**src/design/sec_pkg.sv**
```systemverilog
// Shared widths, orbital tables, register indexes and stage types of the effective charge block.
package sec_pkg;

    localparam int N_W         = 3;
    localparam int L_W         = 2;
    localparam int GROUP_W     = 4;
    localparam int OCC_W       = 4;
    localparam int WEIGHT_W    = 7;

    localparam int Z_W         = 7;
    localparam int S_OCC_W     = 14;
    localparam int P_OCC_W     = 18;
    localparam int D_OCC_W     = 16;
    localparam int F_OCC_W     = 8;
    localparam int CFG_INDEX_W = 3;
    localparam int CFG_DATA_W  = 18;

    localparam int NUM_ORB     = 19;
    localparam int NUM_PART    = 4;
    localparam int PART_LEN    = 5;
    localparam int CONTRIB_W   = 11;
    localparam int PSUM_W      = 13;
    localparam int SCREEN_W    = 15;
    localparam int ZEFF_W      = 14;
    localparam int SQ_W        = 2 * ZEFF_W;
    localparam int COEF_W      = 30;
    localparam int PROD_W      = SQ_W + COEF_W;
    localparam int FRAC_W      = 32;
    localparam int ENERGY_W    = 26;

    localparam int S_TDATA_W   = 8;
    localparam int M_TDATA_W   = ZEFF_W + ENERGY_W;

    // Angular codes.
    localparam logic [L_W-1:0] L_S = 2'd0;
    localparam logic [L_W-1:0] L_P = 2'd1;
    localparam logic [L_W-1:0] L_D = 2'd2;
    localparam logic [L_W-1:0] L_F = 2'd3;

    // Screening weights per electron, in hundredths.
    localparam logic [WEIGHT_W-1:0] W_SAME_1S = 7'd30;
    localparam logic [WEIGHT_W-1:0] W_SAME    = 7'd35;
    localparam logic [WEIGHT_W-1:0] W_NEXT    = 7'd85;
    localparam logic [WEIGHT_W-1:0] W_INNER   = 7'd100;

    localparam logic [ZEFF_W-1:0] ZEFF_MIN   = 14'd100;
    localparam logic [ZEFF_W-1:0] ZEFF_SCALE = 14'd100;

    typedef enum logic [CFG_INDEX_W-1:0] {
        REG_ATOMIC_NUMBER = 3'd0,
        REG_S_OCCUPANCY   = 3'd1,
        REG_P_OCCUPANCY   = 3'd2,
        REG_D_OCCUPANCY   = 3'd3,
        REG_F_OCCUPANCY   = 3'd4
    } cfg_reg_t;

    // The held orbitals: 1s..7s, 2p..7p, 3d..6d, 4f, 5f in filling order.
    localparam logic [N_W-1:0] ORB_N [NUM_ORB] = '{
        3'd1, 3'd2, 3'd2, 3'd3, 3'd3, 3'd4, 3'd3, 3'd4, 3'd5, 3'd4,
        3'd5, 3'd6, 3'd4, 3'd5, 3'd6, 3'd7, 3'd5, 3'd6, 3'd7
    };
    localparam logic [L_W-1:0] ORB_L [NUM_ORB] = '{
        2'd0, 2'd0, 2'd1, 2'd0, 2'd1, 2'd0, 2'd2, 2'd1, 2'd0, 2'd2,
        2'd1, 2'd0, 2'd3, 2'd2, 2'd1, 2'd0, 2'd3, 2'd2, 2'd1
    };

    // Rydberg energy over (100 * nstar^2), as a fraction with 32 fraction bits.
    localparam logic [COEF_W-1:0] ENERGY_COEF [8] = '{
        30'd0,        30'd584364660, 30'd146091165, 30'd64929407,
        30'd42685512, 30'd36522791,  30'd33127248,  30'd33127248
    };

    // Screening group of an orbital; unlisted orbitals fall back to group 2n.
    function automatic logic [GROUP_W-1:0] group_of(input logic [N_W-1:0] n,
                                                     input logic [L_W-1:0] l);
        logic [GROUP_W-1:0] g;
        g = {n, 1'b0};
        if (l == L_D || l == L_F) begin
            case ({n, l})
                {3'd3, L_D}: g = 4'd3;
                {3'd4, L_D}: g = 4'd5;
                {3'd4, L_F}: g = 4'd6;
                {3'd5, L_D}: g = 4'd8;
                {3'd5, L_F}: g = 4'd9;
                {3'd6, L_D}: g = 4'd11;
                {3'd6, L_F}: g = 4'd12;
                default:     g = {n, 1'b0};
            endcase
        end else begin
            case (n)
                3'd1:    g = 4'd0;
                3'd2:    g = 4'd1;
                3'd3:    g = 4'd2;
                3'd4:    g = 4'd4;
                3'd5:    g = 4'd7;
                3'd6:    g = 4'd10;
                3'd7:    g = 4'd13;
                default: g = {n, 1'b0};
            endcase
        end
        return g;
    endfunction

    // Screening sums split into partial sums.
    typedef struct packed {
        logic                             valid;
        logic [N_W-1:0]                   n;
        logic [NUM_PART-1:0][PSUM_W-1:0]  psum;
    } scr_t;

    // Clamped effective charge.
    typedef struct packed {
        logic              valid;
        logic [N_W-1:0]    n;
        logic [ZEFF_W-1:0] zeff;
    } zeff_t;

    // Energy product before rounding.
    typedef struct packed {
        logic              valid;
        logic [ZEFF_W-1:0] zeff;
        logic [PROD_W-1:0] prod;
    } prod_t;

endpackage

```
**src/design/slater_effective_charge.sv**
```systemverilog
// Top level of the Slater effective nuclear charge and orbital energy pipeline.
//
//  Channel   Direction  Handshake          Payload
//  s_*       in         s_tvalid/s_tready  target orbital (n, l)
//  m_*       out        m_tvalid/m_tready  effective charge and orbital energy
//  cfg_*     in         cfg_we             charge and occupancy registers
//
// One beat enters per cycle while s_tready is high; the accepting edge loads the first of six
// stages: two screening, clamp, square, product, and output register.
// All stages share one advance enable, so a stall at the output freezes the whole pipe
// and no beat is lost or repeated; s_tready is high whenever the output register is
// empty or is being taken. A synchronous reset clears every valid bit and loads the
// configuration defaults (charge of one, all orbitals empty).
module slater_effective_charge (
    input  logic                              aclk,
    input  logic                              aresetn,

    input  logic                              s_tvalid,
    output logic                              s_tready,
    // principal_number [2:0], angular_number [4:3], zero fill [7:5]
    input  logic [sec_pkg::S_TDATA_W-1:0]     s_tdata,

    output logic                              m_tvalid,
    input  logic                              m_tready,
    // zeff_hundredths [13:0], energy_centi_ev [39:14]
    output logic [sec_pkg::M_TDATA_W-1:0]     m_tdata,

    input  logic                              cfg_we,
    input  logic [sec_pkg::CFG_INDEX_W-1:0]   cfg_index,
    input  logic [sec_pkg::CFG_DATA_W-1:0]    cfg_data
);
    import sec_pkg::*;

    localparam int RND_W = PROD_W + 1;

    // Configuration registers.
    logic [Z_W-1:0]     atomic_number_reg;
    logic [S_OCC_W-1:0] s_occ_reg;
    logic [P_OCC_W-1:0] p_occ_reg;
    logic [D_OCC_W-1:0] d_occ_reg;
    logic [F_OCC_W-1:0] f_occ_reg;

    // Pipeline control and stage outputs.
    logic  advance;
    scr_t  scr;
    zeff_t zq;
    prod_t pq;

    // Output stage.
    logic                m_valid_reg;
    logic                m_valid_next;
    logic [M_TDATA_W-1:0] m_data_reg;
    logic [M_TDATA_W-1:0] m_data_next;
    logic [RND_W-1:0]    rounded;
    logic [ENERGY_W-1:0] magnitude;
    logic [ENERGY_W-1:0] energy;

    // The user must write the configuration only while the pipe is empty; the block does not enforce it.
    always_ff @(posedge aclk) begin
        if (!aresetn) begin
            atomic_number_reg <= Z_W'(1);
            s_occ_reg         <= '0;
            p_occ_reg         <= '0;
            d_occ_reg         <= '0;
            f_occ_reg         <= '0;
        end else if (cfg_we) begin
            unique case (cfg_reg_t'(cfg_index))
                REG_ATOMIC_NUMBER: atomic_number_reg <= cfg_data[Z_W-1:0];
                REG_S_OCCUPANCY:   s_occ_reg         <= cfg_data[S_OCC_W-1:0];
                REG_P_OCCUPANCY:   p_occ_reg         <= cfg_data[P_OCC_W-1:0];
                REG_D_OCCUPANCY:   d_occ_reg         <= cfg_data[D_OCC_W-1:0];
                REG_F_OCCUPANCY:   f_occ_reg         <= cfg_data[F_OCC_W-1:0];
                default: ;
            endcase
        end
    end

    // The whole pipe moves whenever the output register can take a new beat.
    assign advance  = !m_valid_reg || m_tready;
    assign s_tready = advance;

    sec_screen u_screen (
        .aclk     (aclk),
        .aresetn  (aresetn),
        .en       (advance),
        .in_valid (s_tvalid),
        .n        (s_tdata[N_W-1:0]),
        .l        (s_tdata[N_W +: L_W]),
        .s_occ    (s_occ_reg),
        .p_occ    (p_occ_reg),
        .d_occ    (d_occ_reg),
        .f_occ    (f_occ_reg),
        .scr      (scr)
    );

    sec_zeff u_zeff (
        .aclk          (aclk),
        .aresetn       (aresetn),
        .en            (advance),
        .atomic_number (atomic_number_reg),
        .scr           (scr),
        .zq            (zq)
    );

    sec_energy u_energy (
        .aclk    (aclk),
        .aresetn (aresetn),
        .en      (advance),
        .zq      (zq),
        .pq      (pq)
    );

    // Round the 32-bit fraction to nearest and negate: orbital energies are bound.
    assign rounded   = RND_W'(pq.prod) + (RND_W'(1) << (FRAC_W - 1));
    assign magnitude = rounded[FRAC_W +: ENERGY_W];
    assign energy    = ENERGY_W'(0) - magnitude;

    assign m_valid_next = pq.valid;
    assign m_data_next  = {energy, pq.zeff};

    always_ff @(posedge aclk) begin
        if (!aresetn) begin
            m_valid_reg <= 1'b0;
        end else if (advance) begin
            m_valid_reg <= m_valid_next;
        end
    end

    always_ff @(posedge aclk) begin
        if (advance) begin
            m_data_reg <= m_data_next;
        end
    end

    assign m_tvalid = m_valid_reg;
    assign m_tdata  = m_data_reg;

endmodule

```
**src/design/sec_screen.sv**
```systemverilog
// Screening stages: per-orbital weighted counts, then registered partial sums.
module sec_screen (
    input  logic                          aclk,
    input  logic                          aresetn,
    input  logic                          en,
    input  logic                          in_valid,
    input  logic [sec_pkg::N_W-1:0]       n,
    input  logic [sec_pkg::L_W-1:0]       l,
    input  logic [sec_pkg::S_OCC_W-1:0]   s_occ,
    input  logic [sec_pkg::P_OCC_W-1:0]   p_occ,
    input  logic [sec_pkg::D_OCC_W-1:0]   d_occ,
    input  logic [sec_pkg::F_OCC_W-1:0]   f_occ,
    output sec_pkg::scr_t                 scr
);
    import sec_pkg::*;

    logic [GROUP_W-1:0]   tgt_group;
    logic [CONTRIB_W-1:0] contrib_next [NUM_ORB];
    logic [CONTRIB_W-1:0] contrib_reg  [NUM_ORB];
    logic                 v1_reg;
    logic [N_W-1:0]       n1_reg;

    logic [NUM_PART-1:0][PSUM_W-1:0] psum_next;
    logic [NUM_PART-1:0][PSUM_W-1:0] psum_reg;
    logic                            v2_reg;
    logic [N_W-1:0]                  n2_reg;

    assign tgt_group = group_of(n, l);

    for (genvar i = 0; i < NUM_ORB; i++) begin : g_orb
        localparam int                 ON = int'(ORB_N[i]);
        localparam logic [GROUP_W-1:0] OG = group_of(ORB_N[i], ORB_L[i]);

        logic [OCC_W-1:0]    occ;
        logic [OCC_W-1:0]    cnt;
        logic [WEIGHT_W-1:0] weight;
        logic                hit;

        if (ORB_L[i] == L_S) begin : g_s
            assign occ = {2'b00, s_occ[2*(ON-1) +: 2]};
        end else if (ORB_L[i] == L_P) begin : g_p
            assign occ = {1'b0, p_occ[3*(ON-2) +: 3]};
        end else if (ORB_L[i] == L_D) begin : g_d
            assign occ = d_occ[4*(ON-3) +: 4];
        end else begin : g_f
            assign occ = f_occ[4*(ON-4) +: 4];
        end

        // The target's own electron does not screen itself.
        assign hit = (n == ORB_N[i]) && (l == ORB_L[i]);
        assign cnt = hit ? ((occ == '0) ? '0 : occ - 4'd1) : occ;

        always_comb begin
            weight = '0;
            if (l == L_S || l == L_P) begin
                if (OG == tgt_group) begin
                    weight = (n == 3'd1) ? W_SAME_1S : W_SAME;
                end else if ({1'b0, OG} + 5'd1 == {1'b0, tgt_group}) begin
                    weight = W_NEXT;
                end else if ({1'b0, OG} + 5'd1 < {1'b0, tgt_group}) begin
                    weight = W_INNER;
                end
            end else begin
                if (OG == tgt_group) begin
                    weight = W_SAME;
                end else if (OG < tgt_group) begin
                    weight = W_INNER;
                end
            end
        end

        assign contrib_next[i] = CONTRIB_W'(cnt) * CONTRIB_W'(weight);
    end

    always_ff @(posedge aclk) begin
        if (!aresetn) begin
            v1_reg <= 1'b0;
            v2_reg <= 1'b0;
        end else if (en) begin
            v1_reg <= in_valid;
            v2_reg <= v1_reg;
        end
    end

    always_ff @(posedge aclk) begin
        if (en) begin
            contrib_reg <= contrib_next;
            n1_reg      <= n;
            psum_reg    <= psum_next;
            n2_reg      <= n1_reg;
        end
    end

    always_comb begin
        int idx;
        for (int p = 0; p < NUM_PART; p++) begin
            psum_next[p] = '0;
            for (int k = 0; k < PART_LEN; k++) begin
                idx = p * PART_LEN + k;
                if (idx < NUM_ORB) begin
                    psum_next[p] = psum_next[p] + PSUM_W'(contrib_reg[idx]);
                end
            end
        end
    end

    assign scr.valid = v2_reg;
    assign scr.n     = n2_reg;
    assign scr.psum  = psum_reg;

endmodule

```
**src/design/sec_zeff.sv**
```systemverilog
// Final screening sum and clamped effective charge stage.
module sec_zeff (
    input  logic                    aclk,
    input  logic                    aresetn,
    input  logic                    en,
    input  logic [sec_pkg::Z_W-1:0] atomic_number,
    input  sec_pkg::scr_t           scr,
    output sec_pkg::zeff_t          zq
);
    import sec_pkg::*;

    localparam int CALC_W = SCREEN_W + 1;

    logic [SCREEN_W-1:0] screen;
    logic [CALC_W-1:0]   charge;
    logic [ZEFF_W-1:0]   zeff_next;
    logic [ZEFF_W-1:0]   zeff_reg;
    logic [N_W-1:0]      n_reg;
    logic                v_reg;

    always_comb begin
        screen = '0;
        for (int p = 0; p < NUM_PART; p++) begin
            screen = screen + SCREEN_W'(scr.psum[p]);
        end
    end

    assign charge = CALC_W'(ZEFF_W'(atomic_number) * ZEFF_SCALE);

    // The charge never drops below one whole unit.
    always_comb begin
        if (CALC_W'(screen) + CALC_W'(ZEFF_MIN) > charge) begin
            zeff_next = ZEFF_MIN;
        end else begin
            zeff_next = ZEFF_W'(charge - CALC_W'(screen));
        end
    end

    always_ff @(posedge aclk) begin
        if (!aresetn) begin
            v_reg <= 1'b0;
        end else if (en) begin
            v_reg <= scr.valid;
        end
    end

    always_ff @(posedge aclk) begin
        if (en) begin
            zeff_reg <= zeff_next;
            n_reg    <= scr.n;
        end
    end

    assign zq.valid = v_reg;
    assign zq.n     = n_reg;
    assign zq.zeff  = zeff_reg;

endmodule

```
**src/design/sec_energy.sv**
```systemverilog
// Energy stages: square of the charge, then product with the level coefficient.
module sec_energy (
    input  logic            aclk,
    input  logic            aresetn,
    input  logic            en,
    input  sec_pkg::zeff_t  zq,
    output sec_pkg::prod_t  pq
);
    import sec_pkg::*;

    logic              v4_reg;
    logic [SQ_W-1:0]   sq_reg;
    logic [ZEFF_W-1:0] zeff4_reg;
    logic [N_W-1:0]    n4_reg;

    logic              v5_reg;
    logic [PROD_W-1:0] prod_reg;
    logic [ZEFF_W-1:0] zeff5_reg;

    always_ff @(posedge aclk) begin
        if (!aresetn) begin
            v4_reg <= 1'b0;
            v5_reg <= 1'b0;
        end else if (en) begin
            v4_reg <= zq.valid;
            v5_reg <= v4_reg;
        end
    end

    always_ff @(posedge aclk) begin
        if (en) begin
            sq_reg    <= SQ_W'(zq.zeff) * SQ_W'(zq.zeff);
            zeff4_reg <= zq.zeff;
            n4_reg    <= zq.n;
            prod_reg  <= PROD_W'(sq_reg) * PROD_W'(ENERGY_COEF[n4_reg]);
            zeff5_reg <= zeff4_reg;
        end
    end

    assign pq.valid = v5_reg;
    assign pq.zeff  = zeff5_reg;
    assign pq.prod  = prod_reg;

endmodule

```
**config.mk**
```make
export PLATFORM = sky130hd
export DESIGN_NAME = slater_effective_charge
export DESIGN_NICKNAME = d
export VERILOG_FILES = /design/src/design/sec_pkg.sv /design/src/design/slater_effective_charge.sv /design/src/design/sec_screen.sv /design/src/design/sec_zeff.sv /design/src/design/sec_energy.sv
export SDC_FILE = /design/constraint.sdc
export NUM_CORES = 2
export LEC_CHECK = 0
export BUFFER_PORTS_ARGS = -buffer_cell sky130_fd_sc_hd__buf_2
export CAP_MARGIN = 20
export CORE_MARGIN = 3
export CORE_UTILIZATION = 50
export DETAILED_ROUTE_END_ITERATION = 16
export MAX_ROUTING_LAYER = met4
export PLACE_DENSITY = 0.75
export RECOVER_POWER = 100
export SLEW_MARGIN = 10
export SYNTH_ARGS = -nofsm -noshare
export SYNTH_HDL_FRONTEND = slang
export SYNTH_HIERARCHICAL = 1
export SYNTH_SLANG_ARGS = --single-unit
```
**constraint.sdc**
```tcl
create_clock -name aclk -period 23.4 [get_ports aclk]
set_input_delay 4.68 -clock aclk [delete_from_list [all_inputs] [get_ports aclk]]
set_output_delay 4.68 -clock aclk [all_outputs]
set_load 0.1 [all_outputs]
```
# Word level (Yosys, flattened, before mapping)

Memory sizes are Yosys's and may differ from the RTL's.
Cells that the tools add are included.

$add $sub $neg: 41
$mul: 22
Order comparisons: 28
Eq/ne operators: 35
Mux-type cells: 122
Bitwise logic cells: 1
Reductions and logical operators: 50

Operators by type and width:

| kind                                                       | count |
|---|---|
| 2-to-1 mux 7 bit                                           | 78 |
| multiplier 4 x 7 -> 11 bit                                 | 19 |
| 2-to-1 mux 4 bit                                           | 39 |
| adder 13 x 11 -> 13 bit                                    | 11 |
| logical NOT 4 bit                                          | 20 |
| 2-to-1 mux 30 bit                                          | 2 |
| adder 58 x 32 -> 58 bit (second input constant)            | 1 |
| multiplier 28 x 30 -> 58 bit                               | 1 |
| one-hot mux 4 bit (7 select lines)                         | 2 |
| adder 11 x 11 -> 12 bit                                    | 4 |
| less-than comparator 4 bit (first input constant)          | 11 |
| less-than comparator 3 x 4 -> 1 bit (first input constant) | 8 |
| adder 15 x 13 -> 15 bit                                    | 2 |
| equality test 5 bit (second input constant)                | 6 |
| equality test 4 bit (first input constant)                 | 7 |
| multiplier 14 x 14 -> 28 bit                               | 1 |
| subtractor 1 x 26 -> 26 bit (first input constant)         | 1 |
| subtractor 3 x 1 -> 4 bit (second input constant)          | 6 |
| subtractor 4 x 1 -> 4 bit (second input constant)          | 6 |
| subtractor 2 x 1 -> 3 bit (second input constant)          | 7 |
| logical AND 1 bit                                          | 19 |
| adder 15 x 7 -> 16 bit (second input constant)             | 1 |
| equality test 3 x 4 -> 1 bit (first input constant)        | 4 |
| greater-than comparator 16 x 14 -> 1 bit                   | 1 |
| 21 further kinds                                           | 42 |

Register bits after elaboration: 510
Bits in read-only memories: 240
Input bits: 34
Output and inout port bits: 42
Logic and storage cells: 344
Memories kept: 1

Memory list:

| name            | words | width | rd ports | clocked after memory_dff | write ports | line             | text |
|---|---|---|---|---|---|---|---|
| (no name shown) | 8     | 30    | 1        | 0                        | 0           | sec_energy.sv:35 | `prod_reg <= PROD_W'(sq_reg) * PROD_W'(ENERGY_COEF[n4_reg]);` |

# Longest topological paths before layout

Word-level depth: 9
Gate-level depth with buffers: 31
Mapped depth without buffers: 28

# Hierarchy

Netlist, hierarchy kept.

Modules (own cells, without submodules):

| module                  | times used | cells each | area an instance (µm²) | sequential area each (µm²) |
|---|---|---|---|---|
| sec_energy              | 1          | 3612       | 34555.6                | 3493.4 |
| sec_screen              | 1          | 2587       | 27556.4                | 8057.7 |
| slater_effective_charge | 1          | 544        | 5235.0                 | 2482.4 |
| sec_zeff                | 1          | 435        | 3807.4                 | 530.5 |

# Worst setup path after synthesis

No wires, ideal clock.

Kind: input to output
From: in m_tready
To: out s_tready
Arrival: 16.024 ns
Required time: 18.720 ns
Path slack: 2.696 ns
Stages: 1
Buffers on the path: 0
Path through: nand2b_1

Longest elaborated chain between the ends: 1

Ends and longest elaborated chain:

| element          | line                          | text |
|---|---|---|
| from (decl)      | slater_effective_charge.sv:24 | `input logic m_tready,` |
| logical OR 1 bit | slater_effective_charge.sv:79 | `assign advance = !m_valid_reg \|\| m_tready;` |
| to (decl)        | slater_effective_charge.sv:19 | `output logic s_tready,` |

No other way between the ends.

# Worst setup path in the final report

From: in m_tready
To: reg u_screen/contrib_reg[76] in the netlist's numbering (enable)

Longest elaborated chain between the ends: 1

Ends and longest elaborated chain:

| element              | line                          | text |
|---|---|---|
| logical OR 1 bit     | slater_effective_charge.sv:79 |  |
| to (signal assigned) | sec_screen.sv:87              | `contrib_reg <= contrib_next;` |
| to (decl)            | sec_screen.sv:19              | `logic [CONTRIB_W-1:0] contrib_reg [NUM_ORB];` |

No other way between the ends.
A chain may end at the register's enable or synchronous reset.

==> impl_results.md <==
* Outcome: finished with violations
* Failing checks: max-capacitance violations, max-slew violations
* N_diodes at 0
* Worst-path clk slew at 0.06 ns
* Post-route cell area at 74600 sq um
* Chip Width at 380 um
* Tmin final at 14.53 ns
* Critical path buffer and inverter count at 3
* CP Capture Type: flop
* Initial Util at 50.5%
* # resized after CTS at 0
* Row count at 136
* DP HPWL at 145 mm
* Worst hold path type: reg -> reg
* CTS Sinks at 477
* Port Buf Inserts at 72
* Clock latency at the later pin of the worst-skew pair at 0.71 ns
* Warnings from Yosys at 6
* H-tree levels at 2
* Post-CTS Setup Bufs at 0
* Final WL at 180 mm
* Slowest stage delay, CP at 6.11 ns
* Max_slew headroom at -483%
* Core ar. at 138000 sq um
* Gr ovfl total at 0
* Detailed-route via count at 49757
* Post-Syn Area at 69800 sq um
* Num ports at 76
* Largest register FFs at 209
* Worst Max-Slew Pin Slew at 8.75 ns
* Root Driver: clkbuf_16
* Crit path required time at 23.63 ns
* Dpl ws at 13.07 ns
* Final setup margin at 8.87 ns
* Critical path class: in -> reg
* Hold Vio Cnt, Final at 0
* Worst Path Max Fanout at 160
* CP Launch Type: input pin
* Most frequent CP cell: clkbuf_1
* Via density at 5.41
* Slew Limit Fails at 569
* All-Layer GR Usage at 25.9%
* Die area at 144000 sq um
* Mean Syn Cell Area at 9.85 sq um
* Antenna Violating Nets Remaining at 0
* RSZ-0062 raised after global routing: no
* Synth Instances at 7094
* Initial antenna violation count at 4
* Total negative slack at 0 ns
* Dpl cell area at 72900 sq um
* Initial DRC Count at 3769
* Cts hold-fix bufs at 0
* Die Y-Extent at 380 um
* Period utilisation layout at 62.1%
* Max-Cap Viols at 10
* Final Skew at 0.103 ns
* Area Growth Syn to Fin at 6.83%
* Crit path arrival time at 14.76 ns
* Final core utilization at 54.0%
* DRT Pass-1 Iters at 6
* Final setup viols at 0
* GPL Wtd Cong at 1.00
* TritonCTS Buffers at 56
* Critical-path top delay cell: clkbuf_1
* Vias in the first global route at 52403
* Worst-path cell chain: buf_2 -> nand2b_1 -> clkbuf_1 -> clkbuf_1
* Nets@finish at 9196
* CP top delay family: buffers and inverters
* Clock Tree Buf Depth at 3
* First-pass GRT wire length at 286 mm
* DRC at 0
* Drt wl/cell at 19.6 um
* Layout cells sized above 1 at 3.73%
* Largest net degree at the start of global routing at 161
* CTS tree: built
* Fmax at 68.8 MHz
-- stage by stage --
| step | hold slack, ns | std cells |
|---|---|---|
| after CTS | 0.418 | 9201 |
| after floorplan | 0.400 | 7337 |
| after global routing | 0.426 | 9204 |
| after detailed placement | 0.405 | 9097 |
| after global placement | 0.404 | 9097 |
| final | 0.417 | 9204 |
-- layout by cell type, fill, tap and decap left out, types with 50 or more instances in the layout --
master	n
a21oi_1	209
dfxtp_1	69
xor2_1	53
xnor2_1	243
and3_1	94
a21o_1	103
nor2_1	446
nand2b_1	71
fa_1	1118
conb_1	247
edfxtp_1	408
nor3_1	74
nor2b_1	118
clkbuf_16	58
nand2_1	607
and2_1	252
clkbuf_1	63
inv_1	1437
a21boi_0	73
or2_2	50
o21ai_0	174
ha_1	749
-- cell type report --
cell class | count | area [sq um]
fill | 12206 | 63600
multi-input combinational | 5192 | 50600
sequential | 477 | 13600
inverter | 1437 | 5390
tap | 1863 | 2330
clock buffer | 64 | 1480
timing repair buffer | 131 | 706
clock inverter | 40 | 439
-- routing by layer --
| layer | up-vias | routed length [um] | part of all wire (%) | track usage [%] |
|---|---|---|---|---|
| met5 | - | 0 | 0 | - |
| met1 | 24983 | 71000 | 39 | 31.7 |
| li1 | 22701 | - | - | - |
| met3 | 392 | 12400 | 6.9 | 3.67 |
| met4 | 0 | 8190 | 4.5 | 9.91 |
| met2 | 1681 | 88500 | 49 | 43.6 |
-- path summary, 6_finish.rpt --
check / startpoint / to / slack (ns) / cells after the start
setup / recovery: m_tready / u_screen/contrib_reg[76] / 8.87 / 4
hold / removal: u_energy/zeff5_reg[10] / m_tdata[10] / 0.42 / 0
setup reg to reg: u_energy/n4_reg[0] / u_energy/prod_reg[50] / 10.99 / 25
hold reg to reg: u_energy/zeff5_reg[10] / m_tdata[10] / 0.42 / 0
Power is left out: the tool's default activity adds up to more than one toggle a clock period on the data nets, which glitch-free logic cannot reach.
